===== src/rtl/mma_ram.sv =====
`default_nettype none

// Simple dual-port memory: one write port, one read port with registered data.
module mma_ram #(
  parameter int WIDTH = 16,
  parameter int DEPTH = 64,
  parameter int AW    = $clog2(DEPTH)
) (
  input  wire logic             clk_i,
  input  wire logic             we_i,
  input  wire logic [AW-1:0]    waddr_i,
  input  wire logic [WIDTH-1:0] wdata_i,
  input  wire logic [AW-1:0]    raddr_i,
  output logic      [WIDTH-1:0] rdata_o
);

  logic [WIDTH-1:0] mem_q [DEPTH];

  always_ff @(posedge clk_i) begin
    if (we_i) begin
      mem_q[waddr_i] <= wdata_i;
    end
  end

  always_ff @(posedge clk_i) begin
    rdata_o <= mem_q[raddr_i];
  end

endmodule

`default_nettype wire


===== config.mk =====
export PLATFORM = sky130hd
export DESIGN_NAME = mma_ram
export DESIGN_NICKNAME = d
export VERILOG_FILES = /design/src/rtl/mma_ram.sv
export SDC_FILE = /design/constraint.sdc
export NUM_CORES = 1
export LEC_CHECK = 0
export ABC_CLOCK_PERIOD_IN_PS = 2500
export BUFFER_PORTS_ARGS = -buffer_cell sky130_fd_sc_hd__buf_2
export CAP_MARGIN = 20
export CORE_ASPECT_RATIO = 1.4
export CORE_UTILIZATION = 40
export DETAILED_ROUTE_END_ITERATION = 8
export GPL_TIMING_DRIVEN = 0
export HOLD_SLACK_MARGIN = 0.06
export PLACE_DENSITY = 0.59
export SLEW_MARGIN = 20
export SYNTH_ARGS = -nofsm -noshare
export SYNTH_HDL_FRONTEND = slang
export SYNTH_SLANG_ARGS = --single-unit

===== constraint.sdc =====
create_clock -name clk_i -period 2.5 [get_ports clk_i]
set_input_delay 0 -clock clk_i [delete_from_list [all_inputs] [get_ports clk_i]]
set_output_delay 0 -clock clk_i [all_outputs]
set_load 0.01 [all_outputs]

# Yosys cells after proc, flatten, opt, wreduce, memory -nomap -nowiden

Memory sizes are Yosys's and may differ from the RTL's. A register that Yosys moved wholly into a read port is not among the register bits.
Cells that the tools add are included.

Flip-flop bits (word level): 0
Bits in writable memories: 1024
Output and inout bits: 16
Word-level logic and storage cells: 3
Memories: 1

Memory list:

| name  | words | bits a word | rd ports | clocked after Yosys merged registers in | write ports | line | RTL |
|---|---|---|---|---|---|---|---|
| mem_q | 64    | 16          | 1        | 1                                       | 1           | 17   | `logic [WIDTH-1:0] mem_q [DEPTH];` |

Muxes and demuxes: 2

Operator list:

| operator         | number |
|---|---|
| 2-to-1 mux 1 bit | 2 |

# Logic depth before layout (Yosys ltp)

Gate-level depths: netlist of run 1.

Depth in word-level cells: 2
Mapped depth: 10
Mapped depth without buffers: 5

# Worst setup path after synthesis of run 1

OpenSTA, ideal clock, no wires.

Path kind: input -> register
Start: input waddr_i[3]
End: memory mem_q[48][0] (enable)
Setup time: 0.409 ns
Arrival: 1.626 ns
Data required time: 2.091 ns
Path slack: 0.465 ns
Cell stages on the path: 4
Buffers on the path: 1
Cells stage by stage: clkbuf_1 -> nor2b_1 -> nand4b_1 -> nor3_1

RTL lines:

| element         | line | RTL |
|---|---|---|
| start, declared | 11   | `input wire logic [AW-1:0] waddr_i,` |
| end, declared   | 17   |  |

Straight into the memory's write port.

# Worst setup path after layout of run 1

Start: input waddr_i[0]
End: memory mem_q[14][5] (enable)

Straight into the memory's write port.

==> impl_metrics.toml, run 1 <==
[outcome]
outcome = "finished with violations"
violations = "negative setup slack"

[synthesis]
synth_top_area_cell = "edfxtp_1"
netlist_area_mm2 = 0.0400
syn_inst = 1829
ys.flop_type = "edfxtp_1"
synthTopCellsByArea = "edfxtp_1 (77%), mux4_2 (12%), mux2i_1 (2.1%)"
synthesis.nets = 1859
synthArstFlopShare_pct = 0
ys.warnings.count = 0
ys_seq_area_share_pct = 77.6
yosys-top-cells-count = "edfxtp_1 (1024), mux4_2 (220), mux2i_1 (85)"
synth_top_area_share_pct = 76.8
syn_area_per_cell_um2 = 21.9
netlist-cell-type-count = 43
ys_ff_latch = 1040
synth_most_common_cell = "edfxtp_1"
synth_edf_count = 1024

[clocking]
insertion_delay_ns = 0.68
cts_made_buffers = 89
cts_tree = "done"
post-cts-setup-buffer-count = 0
cts-root-buf = "clkbuf_16"
clockBufferDepth = 3
clk_pin_slew_worst_paths_ns = 0.06
clkSinkCount = 1040
cts_max_level = 3

[hold_path]
hold_path_class = "in2reg"

[power]
ir_worst_vdd_mv = 0.610
p_per_area_mw_per_mm2 = 768
power.total_mw = 35.3
p_leak_nw = 14.4

[global_routing]
grt_pass1_wl_um = 149000
antenna_found_initial = 3
grt_pass1_vias = 20100
track_usage_pct = 20.8
grt_overflow = 0
grt_max_degree = 65

[critical_path]
path_class = "in2reg"
worstPathRequired_ns = 2.87
cp-end-kind = "flip-flop"
arrival_ns = 2.92
worstSetupStartpointType = "input pin"
crit_fanout = 9

[final_layout]
areaGrowthSynthToFinish_pct = 14.8
drive_gt1_share_pct = 29.5
nets = 2068

[die]
dieArea_mm2 = 0.101
rows = 137
core-area_mm2 = 0.0994
die_w_um = 269
num_io_pins = 46
initial_utilization_pct = 40.3
die_y_um = 376

[placed_design]
gp_congestion = 0.944
place_ws_ns = -0.596
dp_hpwl_um = 70300
port_buffers = 38

[timing]
hold_violations = 0
clock.fmax_ghz = 0.392
slew_headroom_pct = 22.1
tightest_slew_ns = 1.16
period_needed_ns = 2.55
setup_viol = 8
rsz0062_at_grt = "no"
fin_worst_skew_ns = 0.0312
worst_slack_ns = -0.0492
drv_slew = 0
finalCritPeriodShare_pct = 102

[route]
route.detailed.wl_per_inst_um = 30.6
route.met2.wl_um = 54700
drcViolationCount = 0
drt_pass1_iterations = 5
top_layer_used = "met5"
drtIter0Drc = 1942
vias_per_cell = 5.67
wl_met3_um = 5720
routed_wl_um = 105000
vias = 19500
met1_length_um = 39600
postRouteAntennaNets = 0

[run]
maxCapViolCount = 0
## repair_timing
action / 4_1_cts / 5_1_grt
endpoints found under the setup margin: 1 / 3
hold buffers: 21 / 0
hold endpoints to repair: 1066 / 0
gates resized for setup: 1 / 2
pin swaps: 0 / 0
gates cloned: 0 / 0
## kinds of logic after synthesis
logic type             count (synthesis)  synth area share [%]
AND/OR/NAND/NOR                      220                  2.65
multiplexers                         336                  15.5
buffers and inverters                104                  1.83
flip-flops                          1040                  77.6
AO/OA/AOI/OAI                        129                  2.41
## final timing paths
check | start | endpoint | slack (ns) | cells past startpoint
max | waddr_i[0] | mem_q[14][5] | -0.05 | 6
min | waddr_i[2] | mem_q[49][2] | 0.15 | 3
max reg2reg | mem_q[23][1] | rdata_o[1] | 0.04 | 5
min reg2reg | mem_q[34][10] | rdata_o[10] | 0.99 | 4
## placed cells by master, fill, tap and decap left out, types with 10 or more instances in the layout
master            n
dlygate4sd3_1    21
nor2b_1          30
clkbuf_1         39
buf_2            59
mux2_2           27
bufinv_16        10
mux2i_1          85
buf_6            47
nand2_1          59
a221oi_1         13
clkinv_2         19
dfxtp_1          16
mux4_2          220
nand3_1          24
nor2_2           61
clkinv_1         21
buf_4            33
edfxtp_1       1024
nand4_1          12
nor2_1           10
clkbuf_16        92
a21oi_1          17
a22oi_1          39
buf_8            28
## layout make-up
| type | count | area, um^2 |
|---|---|---|
| antenna | 2 | 5.00 |
| buffer | 103 | 729 |
| clock buffer | 108 | 2360 |
| clock inverter | 57 | 537 |
| fill | 8268 | 53400 |
| multi-input combinational | 685 | 8440 |
| sequential | 1040 | 31100 |
| tap | 1320 | 1650 |
| timing repair buffer | 119 | 1190 |
## per-layer routing
layer / vias up / GRT usage [%]
met3: 175 / 3.24
met2: 664 / 36.5
li1: 8101 / -
met4: 6 / 10.0
met5: - / 0
met1: 10500 / 25.2
## per-stage QoR
| stage | hold WS (ns) | utilization [%] | cells | instance area, um^2 | setup TNS [ns] |
|---|---|---|---|---|---|
| after global routing | 0.129 | 46.2 | 3432 | 46000 | 0 |
| after global placement | 0.397 | 42.1 | 3187 | 41900 | -375.23 |
| final | 0.153 | 46.2 | 3434 | 46000 | -0.335 |
| after detailed placement | 0.396 | 43.1 | 3246 | 42800 | -26.27 |
| after CTS | 0.0823 | 46.2 | 3432 | 46000 | 0 |
| after floorplan | 0.0989 | - | 1829 | 40000 | 0 |
## worst max-delay path: stages
cell and delay (ns):
dlygate4sd3_1 0.56, buf_2 0.18, nor2b_1 0.27, nand3_1 0.82
nor2_2 0.84, buf_6 0.24
## power by group
| group | leakage [nW] | switching (mW) | internal [mW] |
|---|---|---|---|
| sequential | 9.35 | 0.0350 | 19.3 |
| combinational | 3.65 | 1.33 | 0.699 |
| clock | 1.41 | 6.18 | 7.77 |
## state kept, by name, summed over array words and instances (netlist names)
name     cells
mem_q     1024
rdata_o     16
No activity file was read; power rests on OpenSTA's default activity.
==> run 2, diff against run 1 <==
Settings changed: RECOVER_POWER set to 100.
==> run 2 against run 1 <==
  * The run ends with max-capacitance violations, max-slew violations, negative setup slack left
  * Flip-flop and latch count did not move
  * Count of clock-buffer cells in the layout is the same
  * Design area down 1.3%
  * Cell count about the same
  * Register-to-register slack got worse by 0.04 ns
==> impl_metrics.toml, run 2 (same netlist as run 1, synthesis figures left out) <==
[outcome]
outcome = "finished with violations"
violations = "max-capacitance violations, max-slew violations, negative setup slack"

[critical_path]
cp-end-kind = "flip-flop"
crit_fanout = 12
max_stage_delay_ns = 0.90
path_class = "in2reg"
worstSetupStartpointType = "input pin"
arrival_ns = 2.91
reg2reg_slack_ns = 0
path_cells = "dlygate4sd3_1 -> buf_2 -> nand4_1 -> nor2_1 -> clkbuf_2"
cpMaxStageDelayCell = "nand4_1"
worstPathRequired_ns = 2.81

[clocking]
clk_pin_slew_worst_paths_ns = 0.06
cts_tree = "done"
cts_max_level = 3
cts_made_buffers = 89
insertion_delay_ns = 0.68
clkSinkCount = 1040
clockBufferDepth = 3
cts-root-buf = "clkbuf_16"

[power]
p_leak_nw = 14.3
pwr-share-comb_pct = 5.6
seqPwrFrac_pct = 54.9
switching_share_pct = 21.3
power.total_mw = 35.3
p_sw_mw = 7.52
power.share.clock_pct = 39.5
p_per_area_mw_per_mm2 = 777
ir_worst_vdd_mv = 0.609
internal_power_mw = 27.8

[global_routing]
grt_pass1_vias = 20100
grt-busiest-layer = "met2"
antenna_found_initial = 3
grt_pass1_wl_um = 149000
use_met3_pct = 3.24
use_met1_pct = 25.2
grt_overflow = 0
track_usage_pct = 20.8
globalRouteMet2Util_pct = 36.5
grt_max_degree = 65

[route]
vias_per_cell = 5.67
drt_pass1_iterations = 5
route.detailed.wl_per_inst_um = 30.6
drcViolationCount = 0
vias = 19500
routed_wl_um = 105000
drtIter0Drc = 2033
postRouteAntennaNets = 0

[final_layout]
largest_register_ffs = 1024
drive_gt1_share_pct = 25.0
seqCellArea_mm2 = 0.0311
stdcell_count = 3435
reg.largest.list = "mem_q (1024), rdata_o (16)"
final_cell_mix = "edfxtp_1 (1024), mux4_2 (220), clkbuf_16 (92), mux2i_1 (85), clkbuf_1 (74)"
final_area_mm2 = 0.0454
fillers = 8371
layout_commonest_cell = "edfxtp_1"
regMostFlops = "mem_q"
utilization_pct = 45.7
multi_input_area_mm2 = 0.00829
nets = 2068
areaGrowthSynthToFinish_pct = 13.4

[timing]
period_needed_ns = 2.59
clock.fmax_ghz = 0.385
worst_slack_ns = -0.0946
finalCritPeriodShare_pct = 104
slew_headroom_pct = -13.7
tns_ns = -4.04
drv_slew = 1040
rsz0062_at_grt = "no"
whs_ns = 0.163
hold_violations = 0
tightest_slew_ns = 1.71
fin_worst_skew_ns = 0.0317
setup_viol = 82

[die]
dieArea_mm2 = 0.101
core-area_mm2 = 0.0994
num_io_pins = 46
rows = 137
die_w_um = 269
initial_utilization_pct = 40.3
die_y_um = 376

[placed_design]
dp_hpwl_um = 70300
place_ws_ns = -0.596
placed_area_mm2 = 0.0428
dp_cells = 3246
port_buffers = 38
gp_congestion = 0.944

[hold_path]
hold_path_class = "in2reg"

[run]
maxCapViolCount = 16
[run 2: cell count changes in the layout (fill, tap and decap cells not counted), sizes merged]
cell,before,now
buf,175,89
clkbuf,134,216
diode,2,3
dlymetal6s2s,0,4
[run 2: path summary, 6_finish.rpt]
path	startpoint	to	depth (start not counted)
max	waddr_i[0]	mem_q[7][10]	5
min	we_i	mem_q[48][10]	4
max reg2reg	mem_q[23][1]	rdata_o[1]	5
min reg2reg	mem_q[54][14]	rdata_o[14]	4
[run 2: routing by layer]
metal,part of all wire (%),vias up
met5,0.030,-
met1,37,10500
met3,5.8,176
li1,-,8101
met2,52,728
met4,5.1,4
[run 2: timing repair]
action	CTS	global route
setup buffers	0	0
gates resized for setup	1	2
hold endpoints to repair	1066	0
pin swaps	0	0
hold buffers	21	0
endpoints found under the setup margin	1	3
[run 2: layout make-up]
cell class                 count  share of cell area [%]
clock buffer                 108                    5.20
clock inverter                57                    1.18
multi-input combinational    685                    18.3
tap                         1320                    3.64
sequential                  1040                    68.4
antenna                        3                  0.0165
timing repair buffer         119                    1.66
buffer                       103                    1.61
[run 2: power groups by stage]
stage / Sequential (mW) / Combinational (mW) / Clock (mW)
global placement: 19.7 / 1.94 / 0
finish: 19.4 / 1.99 / 13.9
floorplan: 19.7 / 0.999 / 0
detailed placement: 19.7 / 2.01 / 0
global route: 19.4 / 2.07 / 14.7
CTS: 19.3 / 2.05 / 14.2
[run 2: critical path, delay by kind of cell]
kind / cells / cell delay [ns]
AND/OR/NAND/NOR: 2 / 1.66
buffers and inverters: 3 / 1.23
