File: src/rtl/mma_pkg.sv
`default_nettype none

package mma_pkg;

  // Store geometry: each store holds MAX_DIM by MAX_DIM entries in row-major order.
  localparam int MAX_DIM = 8;
  localparam int CELLS   = MAX_DIM * MAX_DIM;
  localparam int ADDR_W  = $clog2(CELLS);

  // Field widths fixed by the interface.
  localparam int IDX_W  = 3;
  localparam int DIM_W  = 4;
  localparam int ELEM_W = 16;
  localparam int PROD_W = 2 * ELEM_W;
  localparam int ACC_W  = 48;

  localparam logic [DIM_W-1:0] DIM_RESET = 4'd8;

  // Configuration register indexes.
  localparam logic [1:0] REG_ROWS_M  = 2'd0;
  localparam logic [1:0] REG_COLS_N  = 2'd1;
  localparam logic [1:0] REG_INNER_K = 2'd2;

  localparam logic signed [ACC_W-1:0] ACC_MAX = {1'b0, {(ACC_W-1){1'b1}}};
  localparam logic signed [ACC_W-1:0] ACC_MIN = {1'b1, {(ACC_W-1){1'b0}}};

  typedef enum logic [1:0] {
    OP_WR_A    = 2'd0,
    OP_WR_B    = 2'd1,
    OP_WR_C    = 2'd2,
    OP_COMPUTE = 2'd3
  } mma_op_e;

  // Control tag that travels alongside each multiply-accumulate step.
  typedef struct packed {
    logic             vld;
    logic             first;
    logic             lastk;
    logic             last;
    logic [IDX_W-1:0] row;
    logic [IDX_W-1:0] col;
  } mma_tag_t;

  // Dimension in use: zero counts as one, anything above MAX_DIM as MAX_DIM.
  function automatic logic [DIM_W-1:0] eff_dim(input logic [DIM_W-1:0] r);
    logic [DIM_W-1:0] res;
    if (r == '0) begin
      res = DIM_W'(1);
    end else if (r > DIM_W'(MAX_DIM)) begin
      res = DIM_W'(MAX_DIM);
    end else begin
      res = r;
    end
    return res;
  endfunction

  function automatic logic [ADDR_W-1:0] cell_addr(input logic [IDX_W-1:0] r,
                                                  input logic [IDX_W-1:0] c);
    return ADDR_W'(int'(r) * MAX_DIM + int'(c));
  endfunction

  function automatic logic in_range(input logic [IDX_W-1:0] r,
                                    input logic [IDX_W-1:0] c);
    return (int'(r) < MAX_DIM) && (int'(c) < MAX_DIM);
  endfunction

endpackage

`default_nettype wire

File: src/rtl/mma_seq.sv
`default_nettype none

// Walks i, j and k for a compute and issues one store read per cycle.
module mma_seq import mma_pkg::*; (
  input  wire logic              clk_i,
  input  wire logic              rst_ni,
  input  wire logic              launch_i,
  input  wire logic [DIM_W-1:0]  rows_m_i,
  input  wire logic [DIM_W-1:0]  cols_n_i,
  input  wire logic [DIM_W-1:0]  inner_k_i,
  output logic                   busy_o,
  output logic [ADDR_W-1:0]      a_raddr_o,
  output logic [ADDR_W-1:0]      b_raddr_o,
  output logic [ADDR_W-1:0]      c_raddr_o,
  output mma_tag_t               tag_o
);

  logic             busy_q, busy_d;
  logic [DIM_W-1:0] m_q, n_q, k_q;
  logic [IDX_W-1:0] i_q, i_d, j_q, j_d, kc_q, kc_d;
  logic             k_end, j_end, i_end;
  mma_tag_t         tag_d;

  assign k_end = ({1'b0, kc_q} == (k_q - DIM_W'(1)));
  assign j_end = ({1'b0, j_q} == (n_q - DIM_W'(1)));
  assign i_end = ({1'b0, i_q} == (m_q - DIM_W'(1)));

  // Read addresses for the current step.
  assign a_raddr_o = cell_addr(i_q, kc_q);
  assign b_raddr_o = cell_addr(kc_q, j_q);
  assign c_raddr_o = cell_addr(i_q, j_q);

  // Counter advance: k innermost, then column, then row.
  always_comb begin
    busy_d = busy_q;
    i_d    = i_q;
    j_d    = j_q;
    kc_d   = kc_q;
    if (launch_i) begin
      busy_d = 1'b1;
      i_d    = '0;
      j_d    = '0;
      kc_d   = '0;
    end else if (busy_q) begin
      if (k_end) begin
        kc_d = '0;
        if (j_end) begin
          j_d = '0;
          if (i_end) begin
            busy_d = 1'b0;
          end else begin
            i_d = i_q + IDX_W'(1);
          end
        end else begin
          j_d = j_q + IDX_W'(1);
        end
      end else begin
        kc_d = kc_q + IDX_W'(1);
      end
    end
  end

  always_comb begin
    tag_d.vld   = busy_q;
    tag_d.first = (kc_q == '0);
    tag_d.lastk = k_end;
    tag_d.last  = k_end && j_end && i_end;
    tag_d.row   = i_q;
    tag_d.col   = j_q;
  end

  // Control state; the tag is registered so that it lines up with the store read data.
  always_ff @(posedge clk_i or negedge rst_ni) begin
    if (!rst_ni) begin
      busy_q <= 1'b0;
      tag_o  <= '0;
      i_q    <= '0;
      j_q    <= '0;
      kc_q   <= '0;
    end else begin
      busy_q <= busy_d;
      tag_o  <= tag_d;
      i_q    <= i_d;
      j_q    <= j_d;
      kc_q   <= kc_d;
    end
  end

  // Dimensions are captured once per compute.
  always_ff @(posedge clk_i) begin
    if (launch_i) begin
      m_q <= eff_dim(rows_m_i);
      n_q <= eff_dim(cols_n_i);
      k_q <= eff_dim(inner_k_i);
    end
  end

  assign busy_o = busy_q;

endmodule

`default_nettype wire

File: config.mk
export PLATFORM = sky130hd
export DESIGN_NAME = mma_seq
export DESIGN_NICKNAME = d
export VERILOG_FILES = /design/src/rtl/mma_pkg.sv /design/src/rtl/mma_seq.sv
export SDC_FILE = /design/constraint.sdc
export NUM_CORES = 1
export LEC_CHECK = 0
export BUFFER_PORTS_ARGS = -buffer_cell sky130_fd_sc_hd__buf_2
export CAP_MARGIN = 20
export CELL_PAD_IN_SITES_DETAIL_PLACEMENT = 0
export CELL_PAD_IN_SITES_GLOBAL_PLACEMENT = 1
export CORE_MARGIN = 4
export CORE_UTILIZATION = 40
export CTS_BUF_LIST = sky130_fd_sc_hd__clkbuf_16
export CTS_CLUSTER_DIAMETER = 100
export CTS_CLUSTER_SIZE = 40
export DETAILED_ROUTE_END_ITERATION = 7
export GPL_TIMING_DRIVEN = 0
export PLACE_DENSITY_LB_ADDON = 0.1
export SETUP_SLACK_MARGIN = 0.02
export SLEW_MARGIN = 20
export SYNTH_ARGS = -nofsm -noshare
export SYNTH_HDL_FRONTEND = slang
export SYNTH_SLANG_ARGS = --single-unit
File: constraint.sdc
create_clock -name clk_i -period 2.4 [get_ports clk_i]
set_clock_uncertainty 0.05 [all_clocks]
set_input_delay 0.24 -clock clk_i [delete_from_list [all_inputs] [get_ports clk_i]]
set_output_delay 0.24 -clock clk_i [all_outputs]
set_load 0.02 [all_outputs]
**Yosys cells after proc, flatten, opt, wreduce, memory -nomap -nowiden**

Cells that the tools add are included.

- Add/subtract/negate cells: 9
- Order comparisons: 3
- Eq/ne operators: 4
- Muxes and demuxes: 20
- Reductions and logical operators: 14

Operators with widths:

| operator | count |
|---|---|
| 2-to-1 mux 3 bit | 12 |
| adder 6 x 3 -> 6 bit | 3 |
| equality test 3 x 4 -> 1 bit | 3 |
| > comparator 4 bit (second input constant) | 3 |
| logical NOT 4 bit | 3 |
| 2-to-1 mux 4 bit | 3 |
| subtractor 4 x 1 -> 4 bit (second input constant) | 3 |
| adder 3 x 1 -> 3 bit (second input constant) | 3 |
| nonzero test 2 bit | 3 |
| OR reduction 2 bit | 3 |
| 2-to-1 mux 1 bit | 5 |
| AND reduction 4 bit | 1 |
| logical NOT 3 bit | 1 |
| logical AND 1 bit | 2 |
| != test 2 bit (second input constant) | 1 |
| AND reduction 2 bit | 1 |

- Bits in registers: 32
- Input bits: 15
- Output and inout bits: 29
- Logic and storage cells: 66

**Depth between registers and ports, before layout**

- Depth in word-level cells: 7
- Mapped depth: 7
- Depth with buffers taken out: 7

**Worst setup path before layout**

Ideal clock, no wire load.

- Path kind: reg2reg
- Start point: register k_q[0]
- End point: register i_q[2]
- Setup time: 0.078 ns
- Data arrival time: 1.907 ns
- Data required time: 2.272 ns
- Slack: 0.365 ns
- Cell stages (with the launch flop): 8
- Path buffers: 0
- Clock period less this slack: 2.035 ns
- Cell sequence: edfxtp_1 > inv_1 > ha_1 > xnor2_1 > nor4_4 > nand3_2 > or4_1 > a21oi_1

- Word-level cells in the longest chain between the ends: 4

Ends and longest elaborated chain:

| element | line | source |
|---|---|---|
| start, declared | mma_seq.sv:19 | `logic [DIM_W-1:0] m_q, n_q, k_q;` |
| start signal, assigned | mma_seq.sv:94 | `k_q <= eff_dim(inner_k_i);` |
| subtractor 4 x 1 -> 4 bit | mma_seq.sv:24 | `assign k_end = ({1'b0, kc_q} == (k_q - DIM_W'(1)));` |
| equality test 3 x 4 -> 1 bit | mma_seq.sv:24 |  |
| nonzero test 2 bit (no line) | -- |  |
| AND reduction 4 bit (no line) | -- |  |
| end signal, assigned | mma_seq.sv:83 | `i_q <= i_d;` |
| end, declared | mma_seq.sv:20 | `logic [IDX_W-1:0] i_q, i_d, j_q, j_d, kc_q, kc_d;` |

Every way passes these cells.
A chain may end at the register's enable or synchronous reset.

**Final worst setup path**

Same ends and word-level chain as after synthesis.

==> results.ini <==
[status]
outcome=finished clean

[grt]
groute.usage.overall_pct=11.1
grt_pass1_wl_um=4410
grt_pass1_vias=1052
grt_max_degree=21
antenna_found_initial=0
grt_remaining_overflow=0

[setup_path]
reg2reg_slack_ps=210
r2r_cells=7
startpoint=k_q[0]
crit_chain=inv_1, ha_1, xnor2_1, nor4_4, nand3_2, or4_1, a21oi_1
required_ps=2540
rr_endpoint=i_q[2]
max_stage_delay_ps=490
end_kind=flop
worstReg2RegStart=k_q[0]
crit_slowest_cell=or4_1
path_class=reg -> reg
start_kind=flop
arrival_ps=2330
cp_max_fo=6

[layout]
final_common_cell=buf_2
multiInputGateArea_um2=583
finalNetCount=216
fill_cells=356
num_antenna_cells=0
area_growth_pct=27.4
ff_latch_area_um2=861
drive_above_1_share_pct=35.9
mostFrequentLayoutCells=buf_2, dfrtp_1, buf_4
final_area_um2=2070

[place]
dp_hpwl_um=2150
port_buffers=43
dpl_cell_area_um2=1900
gp_congestion=0.677

[yosys]
syn-num-nets=165
synth_area_leader_cell=dfrtp_1
synth_cells=143
synth_top_area_share_pct=30.9
synth.distinct_cells=34
synth.yosys.seq_area_share_pct=53.1
yosys_register_bits=32
netlist_top_cells_area=dfrtp_1, edfxtp_1, buf_4
syn-cell-area_um2=1620
avgSynthCellArea_um2=11.3
yosysWarnings=0

[timing]
period_share_pct=91.3
hold_ws_ps=210
rsz0062_at_grt=false
drv_slew=0
setup_violations=0
maxSlewHeadroom_pct=68.6
layout_min_cycle_time_ps=2190
setup_tns_ps=0
fmax_ghz=0.456
timing_worst_slew_pin_value_ps=467
hold_viol=0

[clock_network]
cts_tree=built
cts_root_buffer=clkbuf_16
cts_setup_buffers=0
clock_path_buffers=2
clock-sinks=32
clkTransAtPathRegs_ps=50
clock_latency_ps=270
ctsHtreeMaxLevel=2
cts_buffers=5

[floorplanning]
die_x_um=71.7
design.core.area_um2=3800
io-pin-count=44
start_util_pct=42.7
die_h_um=71.7
dieArea_um2=5140
rows=22

[drt]
drt_wl_total_um=2650
drtAntennaViolNets=0
wire_per_inst_um=10.9
dr.first_iter.drc_count=43
vias=1122
route.detailed.drc=0
dr.pass1.iters=4
vias_per_cell=4.62

[pwr]
leakagePower_nw=1.04
peakVddDrop_mv=0.438
powerDensity_nw_per_um2=743

[hold_path]
min_path_type=in -> reg
min_to=k_q[0]
hp-start=inner_k_i[0]
hold_depth=3

[run]
cap_violations=0

## cell families (layout without fill, tap and decap cells)
group,count (synthesis),in the layout,share of synthesized area [%]
buffers and inverters,32,84,11.0
xor gates and xnor gates,12,12,8.26
AOI/OAI and AO/OA,12,12,4.71
and+or+nand+nor,45,45,15.7
DFF,32,32,53.1
adders and majority gates,7,7,5.40
muxes,3,3,1.93
## flip-flops by register name, indices dropped and copies added, names as in the netlist
signal	cells
n_q	4
tag_o	10
k_q	4
busy_o	1
j_q	3
kc_q	3
i_q	3
m_q	4
## synthesized netlist by cell type, drive strengths merged
master and count:
o21bai 1, nor4 3, and3 1, a2bb2oi 1
nand2 5, dfrtp 20, nand3b 2, o21ai 1
or4 1, nand4b 1, a31oi 1, xor2 4
clkbuf 4, nor2b 8, xor3 1, nand2b 3
o31a 1, xnor2 6, nor2 13, mux2i 2
a21oi 5, edfxtp 12, nand3 5, o211ai 1
ha 7, xnor3 1, o31ai 1, inv 12
buf 16, nor3 3, mux2 1
## area by class of cell
cell class	instances	share of cell area [%]
well taps	48	2.91
flip-flops and latches	32	41.7
plain buffers	20	6.42
multi-input cells	79	28.2
inverters	12	2.18
clock buffers	6	7.27
repair buffers	44	10.9
clock inverters	2	0.424
## what timing repair did
action,4_1_cts,5_1_grt
endpoints found under the hold margin,20,0
hold buffers,1,0
gates resized for setup,0,0
## stage by stage
step	total power, W	utilization (%)	setup slack (ps)	cells
6_report	0.00153	54.4	208	243
5_1_grt	0.00161	54.4	45.1	243
4_1_cts	0.00156	54.4	173	243
3_5_place_dp	0.000904	49.9	194	234
3_3_place_gp	0.000893	49.9	220	234
2_1_floorplan	0.000823	-	365	143
## where the power goes
part	total, W	internal (W)	switching [W]
combinational	0.000248	0.000112	0.000136
clock	0.000645	0.000440	0.000204
sequential	0.000642	0.000608	0.0000332
## worst max-delay path by stage
stage / endpoint / slack [ps]
6_report: i_q[2] / 210
5_1_grt: i_q[2] / 50
2_1_floorplan: i_q[2] / 360
4_1_cts: i_q[2] / 170
3_5_place_dp: i_q[2] / 190
3_3_place_gp: busy_o / 220
## worst max-delay path, delay by kind of cell (launching register included)
kind | cells | cell delay, ps
xor+xnor | 1 | 160
compound gates | 1 | 170
buf+inv | 1 | 60
flops | 1 | 400
fa+ha+maj | 1 | 300
simple gates | 3 | 960
## metal layers
metal | GRT usage [%] | routed length [um]
met1 | 12.0 | 1090
met2 | 18.8 | 1290
met3 | 5.47 | 256
met4 | 3.76 | 19
met5 | 0 | 0
No activity file was read; power rests on OpenSTA's default activity.
