==> src/rtl/mma_pkg.sv <==
`default_nettype none

package mma_pkg;

  // Store geometry: each store holds MAX_DIM by MAX_DIM entries in row-major order.
  localparam int MAX_DIM = 8;
  localparam int CELLS   = MAX_DIM * MAX_DIM;
  localparam int ADDR_W  = $clog2(CELLS);

  // Field widths fixed by the interface.
  localparam int IDX_W  = 3;
  localparam int DIM_W  = 4;
  localparam int ELEM_W = 16;
  localparam int PROD_W = 2 * ELEM_W;
  localparam int ACC_W  = 48;

  localparam logic [DIM_W-1:0] DIM_RESET = 4'd8;

  // Configuration register indexes.
  localparam logic [1:0] REG_ROWS_M  = 2'd0;
  localparam logic [1:0] REG_COLS_N  = 2'd1;
  localparam logic [1:0] REG_INNER_K = 2'd2;

  localparam logic signed [ACC_W-1:0] ACC_MAX = {1'b0, {(ACC_W-1){1'b1}}};
  localparam logic signed [ACC_W-1:0] ACC_MIN = {1'b1, {(ACC_W-1){1'b0}}};

  typedef enum logic [1:0] {
    OP_WR_A    = 2'd0,
    OP_WR_B    = 2'd1,
    OP_WR_C    = 2'd2,
    OP_COMPUTE = 2'd3
  } mma_op_e;

  // Control tag that travels alongside each multiply-accumulate step.
  typedef struct packed {
    logic             vld;
    logic             first;
    logic             lastk;
    logic             last;
    logic [IDX_W-1:0] row;
    logic [IDX_W-1:0] col;
  } mma_tag_t;

  // Dimension in use: zero counts as one, anything above MAX_DIM as MAX_DIM.
  function automatic logic [DIM_W-1:0] eff_dim(input logic [DIM_W-1:0] r);
    logic [DIM_W-1:0] res;
    if (r == '0) begin
      res = DIM_W'(1);
    end else if (r > DIM_W'(MAX_DIM)) begin
      res = DIM_W'(MAX_DIM);
    end else begin
      res = r;
    end
    return res;
  endfunction

  function automatic logic [ADDR_W-1:0] cell_addr(input logic [IDX_W-1:0] r,
                                                  input logic [IDX_W-1:0] c);
    return ADDR_W'(int'(r) * MAX_DIM + int'(c));
  endfunction

  function automatic logic in_range(input logic [IDX_W-1:0] r,
                                    input logic [IDX_W-1:0] c);
    return (int'(r) < MAX_DIM) && (int'(c) < MAX_DIM);
  endfunction

endpackage

`default_nettype wire

==> src/rtl/mma_mac.sv <==
`default_nettype none

// Shared multiply-accumulate unit: a registered multiply, then a saturating add.
module mma_mac import mma_pkg::*; (
  input  wire logic                     clk_i,
  input  wire logic                     rst_ni,
  input  wire mma_tag_t                 tag_i,
  input  wire logic signed [ELEM_W-1:0] a_rdata_i,
  input  wire logic signed [ELEM_W-1:0] b_rdata_i,
  input  wire logic signed [ACC_W-1:0]  c_rdata_i,
  output logic                          busy_o,
  output logic                          wb_en_o,
  output logic [ADDR_W-1:0]             wb_addr_o,
  output logic signed [ACC_W-1:0]       wb_data_o,
  output logic                          out_valid_o,
  output logic [IDX_W-1:0]              out_row_o,
  output logic [IDX_W-1:0]              out_col_o,
  output logic signed [ACC_W-1:0]       out_value_o,
  output logic                          last_o
);

  mma_tag_t                  s2_q;
  logic signed [PROD_W-1:0]  prod_q;
  logic signed [ACC_W-1:0]   cinit_q;
  logic signed [ACC_W-1:0]   acc_q, acc_d;
  logic signed [ACC_W-1:0]   base;
  logic signed [ACC_W:0]     sum;
  logic                      emit;

  // Product and starting C value, registered from the store read data.
  always_ff @(posedge clk_i) begin
    prod_q <= a_rdata_i * b_rdata_i;
    if (tag_i.first) begin
      cinit_q <= c_rdata_i;
    end
  end

  // Saturating accumulate; the first step of an element starts from the stored C.
  always_comb begin
    base = s2_q.first ? cinit_q : acc_q;
    sum  = (ACC_W+1)'(base) + (ACC_W+1)'(prod_q);
    case (sum[ACC_W:ACC_W-1])
      2'b01:   acc_d = ACC_MAX;
      2'b10:   acc_d = ACC_MIN;
      default: acc_d = sum[ACC_W-1:0];
    endcase
  end

  assign emit      = s2_q.vld && s2_q.lastk;
  assign wb_en_o   = emit;
  assign wb_addr_o = cell_addr(s2_q.row, s2_q.col);
  assign wb_data_o = acc_d;

  // Step tag and result strobes.
  always_ff @(posedge clk_i or negedge rst_ni) begin
    if (!rst_ni) begin
      s2_q        <= '0;
      out_valid_o <= 1'b0;
      last_o      <= 1'b0;
    end else begin
      s2_q        <= tag_i;
      out_valid_o <= emit;
      last_o      <= emit && s2_q.last;
    end
  end

  // Accumulator and result registers.
  always_ff @(posedge clk_i) begin
    if (s2_q.vld) begin
      acc_q <= acc_d;
    end
    if (emit) begin
      out_row_o   <= s2_q.row;
      out_col_o   <= s2_q.col;
      out_value_o <= acc_d;
    end
  end

  assign busy_o = tag_i.vld || s2_q.vld;

endmodule

`default_nettype wire

==> config.mk <==
export PLATFORM = sky130hd
export DESIGN_NAME = mma_mac
export DESIGN_NICKNAME = d
export VERILOG_FILES = /design/src/rtl/mma_pkg.sv /design/src/rtl/mma_mac.sv
export SDC_FILE = /design/constraint.sdc
export NUM_CORES = 1
export LEC_CHECK = 0
export ABC_CLOCK_PERIOD_IN_PS = 14990
export BUFFER_PORTS_ARGS = -buffer_cell sky130_fd_sc_hd__buf_2
export CORE_AREA = 3 3 296 152
export CTS_CLUSTER_DIAMETER = 80
export DETAILED_ROUTE_END_ITERATION = 10
export DIE_AREA = 0 0 299 155
export GPL_TIMING_DRIVEN = 0
export MAX_ROUTING_LAYER = met4
export PLACE_DENSITY = 0.72
export SLEW_MARGIN = 15
export SYNTH_ARGS = -nofsm -noshare
export SYNTH_HDL_FRONTEND = slang
export SYNTH_SLANG_ARGS = --single-unit
==> constraint.sdc <==
create_clock -name clk_i -period 14.99 [get_ports clk_i]
set_input_delay 2.2485 -clock clk_i [delete_from_list [all_inputs] [get_ports clk_i]]
set_output_delay 2.2485 -clock clk_i [all_outputs]
set_load 0.03 [all_outputs]
After elaboration in Yosys (flattened, before gate mapping)
Index checks and enable logic that the tools add are counted.
{"block": "word_totals", "elab_cells": 24, "output_inout_bits": 112, "inputBits": 92, "reg_bits": 194}
{"block": "op_classes", "n_eq_ne": 2, "reduce_logical": 3, "n_addsub": 2, "mux": 2, "n_mul": 1}
{"cell": "$pmux W48 S2", "n": 1}
{"cell": "$add A48 B32 Y49", "n": 1}
{"cell": "$mux W48", "n": 1}
{"cell": "$mul A16 B16 Y32", "n": 1}
{"cell": "$add A6 B3 Y6", "n": 1}
{"cell": "$eq A2 B1 Y1 const B", "n": 1}
{"cell": "$eq A2 B2 Y1 const B", "n": 1}
{"cell": "$logic_and A1 B1 Y1", "n": 2}
{"cell": "$logic_or A1 B1 Y1", "n": 1}

Longest topological paths before layout
{"block": "depth", "word_depth": 4, "mapped_depth": 24, "ltp_nobuf": 23}

Worst setup path after synthesis
OpenSTA, ideal clock, no wires.
{"block": "synth_timing", "path_kind": "in2reg", "start": "input port b_rdata_i[1]", "end": "register prod_q[30]", "required_time_ns": 14.895, "path_stages": 21, "slack_ns": 6.992, "n_path_buf": 1, "t_arrival_ns": 7.903, "cell_sequence": "clkbuf_1 > and2_1 > fa_1 > inv_1 > fa_1 > inv_1 > fa_1 > inv_1 > fa_1 > fa_1 > fa_1 > inv_1 > ha_1 > a21o_1 > a21o_1 > a21o_1 > a221o_1 > a311o_1 > o221ai_2 > or4b_1 > o311ai_1"}
{"block": "synth_via", "elab_chain_cells": 1}
{"element": "start: declaration", "line_no": "mma_mac.sv:9", "rtl": "input wire logic signed [ELEM_W-1:0] b_rdata_i,"}
{"element": "$mul A16 B16 Y32", "line_no": "mma_mac.sv:32", "rtl": "prod_q <= a_rdata_i * b_rdata_i;"}
{"element": "end signal: assignment", "line_no": "mma_mac.sv:32"}
{"element": "end: declaration", "line_no": "mma_mac.sv:23", "rtl": "logic signed [PROD_W-1:0] prod_q;"}
No other way between the ends.
A chain may end at the register's enable or synchronous reset.

Worst setup path in the final report
{"block": "layout_timing", "start": "register s2_q[8] in the netlist's numbering", "end": "output port wb_data_o[35]"}
{"block": "layout_via", "elab_chain_cells": 4, "word_cells_on_any_way": 5, "classes_between": "add/sub: 1; eq/ne: 2; mux: 2"}
{"element": "start: declaration", "line_no": "mma_mac.sv:22", "rtl": "mma_tag_t s2_q;"}
{"element": "start signal: assignment", "line_no": "mma_mac.sv:61", "rtl": "s2_q <= tag_i;"}
{"element": "$mux W48 (*)", "line_no": "mma_mac.sv:40", "rtl": "base = s2_q.first ? cinit_q : acc_q;"}
{"element": "$add A48 B32 Y49 (*)", "line_no": "mma_mac.sv:41", "rtl": "sum = (ACC_W+1)'(base) + (ACC_W+1)'(prod_q);"}
{"element": "$eq A2 B2 Y1 or $eq A2 B1 Y1 (tied branches)", "line_no": "mma_mac.sv:42", "rtl": "case (sum[ACC_W:ACC_W-1])"}
{"element": "$pmux W48 S2 (*)", "line_no": "mma_mac.sv:42"}
{"element": "end: declaration", "line_no": "mma_mac.sv:14", "rtl": "output logic signed [ACC_W-1:0] wb_data_o,"}
Mark *: on every way between the ends. The rest lies on a longest branch, timed or not.

==> results by group <==
GRT
  • First-pass GRT wire length: 76950 um
  • Initial antenna violation count: 5
  • Remaining Overflow, GRT: 0
  • Largest net degree at the start of global routing: 57
  • Vias in the first global route: 14220
  • Total track usage: 21.66%

Logic synthesis
  • Post-Syn Nets: 2331
  • Yosys reg bits: 194
  • Top cells by area, synth: fa_1 (27%), edfxtp_1 (24%), ha_1 (8.6%)
  • Post-synth top area cell: fa_1
  • Avg Synthesized Cell Area: 10.39 sq um
  • Post-synthesis cell type count: 64
  • Synthesized area: 19150 sq um
  • Yosys top cell area share: 27.49%
  • Yosys Warn Count: 0
  • Sequential cell area fraction in the yosys report: 28.43%
  • Post-synth EDFFs: 150
  • Synth async-reset ratio: 6.186%
  • Synth Flop Type: edfxtp_1
  • Post-synthesis instance total: 1844

Detailed routing
  • Initial drt markers: 1078
  • Routed vias: 13860
  • Post-DR wirelength/cell: 18.08 um
  • DR vias/cell: 5.211
  • Total Wirelength: 48100 um
  • Routed Antenna Nets: 0
  • First-pass iteration count of the detailed router: 6
  • DRC Markers: 0

STA
  • Rel. slew slack: 43.61%
  • # setup viols final: 0
  • Max Freq: 107.6 MHz
  • Final setup TNS: 0 ns
  • Hold Vio Cnt, Final: 0
  • Slew @ Worst Pin: 0.8352 ns
  • Fin crit share: 62.00%
  • Max Transition Viols Final: 0
  • Unrepaired setup endpoints after global routing: false
  • Minimum clock period: 9.294 ns
  • Worst Skew: 0.01370 ns

Floorplan
  • Die area: 46350 sq um
  • IO Count: 204
  • Die Wd: 299 um
  • Std cell rows: 53
  • Die Y: 155 um
  • Initial Utilization: 45.41%
  • Core Box Area: 42180 sq um

Critical path
  • Crit Reg-Reg Endpoint: acc_q[32]
  • Worst setup EP type: output pin
  • R2r setup slk: 8.33 ns
  • Worst Path Required: 12.74 ns
  • CP startpoint: s2_q[8]
  • Worst setup path class: flip-flop to output pin
  • Cell depth of the worst flop-to-flop path: 18
  • Critical Path Sink: wb_data_o[35]
  • CP startpoint kind: flip-flop
  • Crit Path Max Fanout: 10
  • Worst r2r src: s2_q[8]
  • Critical path data arrival time: 7.05 ns

Clock network
  • Clk_lat worst skew: 0.45 ns
  • Clock Tree Buf Depth: 2
  • # Post-CTS Setup Buffers: 0
  • Htree depth: 4
  • Clock net sink count: 194
  • # resized after CTS: 0
  • CTS Buf Count: 17
  • CTS tree: built
  • Cts hold-fix bufs: 0
  • Clock root cell: clkbuf_16
  • Clock transition at path regs: 0.08 ns

Cells and area
  • Layout Cells excl Fill: 2660
  • Share of cells above drive strength 1: 14.91%
  • Layout area overhead: 12.39%
  • Final #Nets: 2553

Placed design
  • Inst Count DP: 2624
  • Post-DP HPWL: 39310 um
  • IO Port Bufs: 203
  • GPL Wtd Cong: 0.9383

Min path
  • Hold_sp: s2_q[0]
  • Worst min path class: flip-flop to flip-flop

Run status
  • Status: complete, no violations

Flow run
  • # Max-Cap Violations: 0
## layer usage
metal	track usage, %	share of wire, %	vias to the layer above
li1	-	-	6475
met1	27.90	43	6875
met2	35.84	49	436
met3	3.444	6.1	76
met4	6.000	2.3	0
met5	-	0	-
## how the worst min path moves through the flow
| stage | to | slack (ns) | cells after the start |
|---|---|---|---|
| 2_1_floorplan | out_col_o[0] | 0.43 | 0 |
| 3_3_place_gp | out_col_o[1] | 0.43 | 0 |
| 3_5_place_dp | out_col_o[0] | 0.44 | 0 |
| 4_1_cts | out_col_o[0] | 0.45 | 0 |
| 5_1_grt | out_col_o[2] | 0.46 | 0 |
| 6_report | out_col_o[0] | 0.45 | 0 |
## cell families (layout without fill, tap and decap cells)
group           count (synthesis)  in the layout  share of synthesized area [%]
other cells                     0              4                              0
simple gates                  472            472                          12.14
buf+inv                       382            617                          7.623
mux                            49             49                          2.874
compound gates                289            289                          9.936
fa+ha+maj                     395            395                          36.11
xor+xnor                       63             63                          2.881
flops                         194            194                          28.43
## flip-flops by register name, summed over array words and instances (netlist names)
register and cells:
cinit_q 48, acc_q 48, out_col_o 3, prod_q 32, out_valid_o 1, last_o 1
s2_q 10, out_row_o 3, out_value_o 48
## area by class of cell
cell class | instances | area, sq um
repair buffers | 203 | 1018
multi-input cells | 1268 | 12250
clock buffers | 17 | 425.4
flip-flops and latches | 194 | 5449
fillers | 3911 | 20650
clock inverters | 15 | 191.4
inverters | 313 | 1175
plain buffers | 69 | 285.3
diodes | 4 | 10.01
well taps | 577 | 721.9
## synthesized netlist by cell type, types with 5 or more instances
cell      instances
inv_1           313
fa_1            263
nand2_1         185
edfxtp_1        150
ha_1            132
and2_1          123
a21oi_1          74
o21ai_0          60
clkbuf_1         59
nor2_1           55
mux2_2           48
a21o_1           42
xnor2_1          36
dfxtp_1          32
xor2_1           27
nor3_1           21
nand4_1          19
o21a_1           17
nand2b_1         16
nand3_1          15
o21bai_1         14
dfrtp_1          12
o31ai_1          11
nor2b_1          10
a31oi_1           9
a21boi_0          8
and3_1            8
a211oi_1          7
o211ai_1          7
buf_4             6
a211o_1           5
a31o_2            5
or2_2             5
## per-stage QoR
step / hold slack [ns] / worst slack (ns) / instance area (sq um) / utilization, %
floorplan: 0.4261 / 6.992 / 19150 / -
global placement: 0.4295 / 6.072 / 20890 / 49.53
detailed placement: 0.4353 / 6.042 / 20900 / 49.55
CTS: 0.4546 / 5.692 / 21510 / 51.01
global route: 0.4649 / 5.229 / 21520 / 51.04
finish: 0.4528 / 5.696 / 21530 / 51.04
## critical path, cell delays in order, from the launching register on
cell	delay, ns
dfrtp_1	0.45
clkbuf_1	0.51
buf_1	0.58
mux2i_1	0.23
fa_1	0.47
nor2b_1	0.20
o311a_1	0.21
o21ai_1	0.19
a2111oi_4	0.45
o2111ai_2	0.29
nand3_1	0.22
nand3_1	0.14
a31o_2	0.25
ha_1	0.26
clkbuf_1	0.36
inv_1	0.25
nand2_1	0.41
clkbuf_1	0.53
nand4_1	0.31
buf_2	0.28
## placed cells by master (no fill, tap or decap), types with 59 or more instances in the layout
master and n:
fa_1 263, clkbuf_1 59, inv_1 313, buf_2 205
a21oi_1 74, nand2_1 185, ha_1 132, edfxtp_1 150
and2_1 122, o21ai_0 60
Power is not shown: default switching activity piles up to over one toggle a cycle in this logic, so the estimate is an artifact.
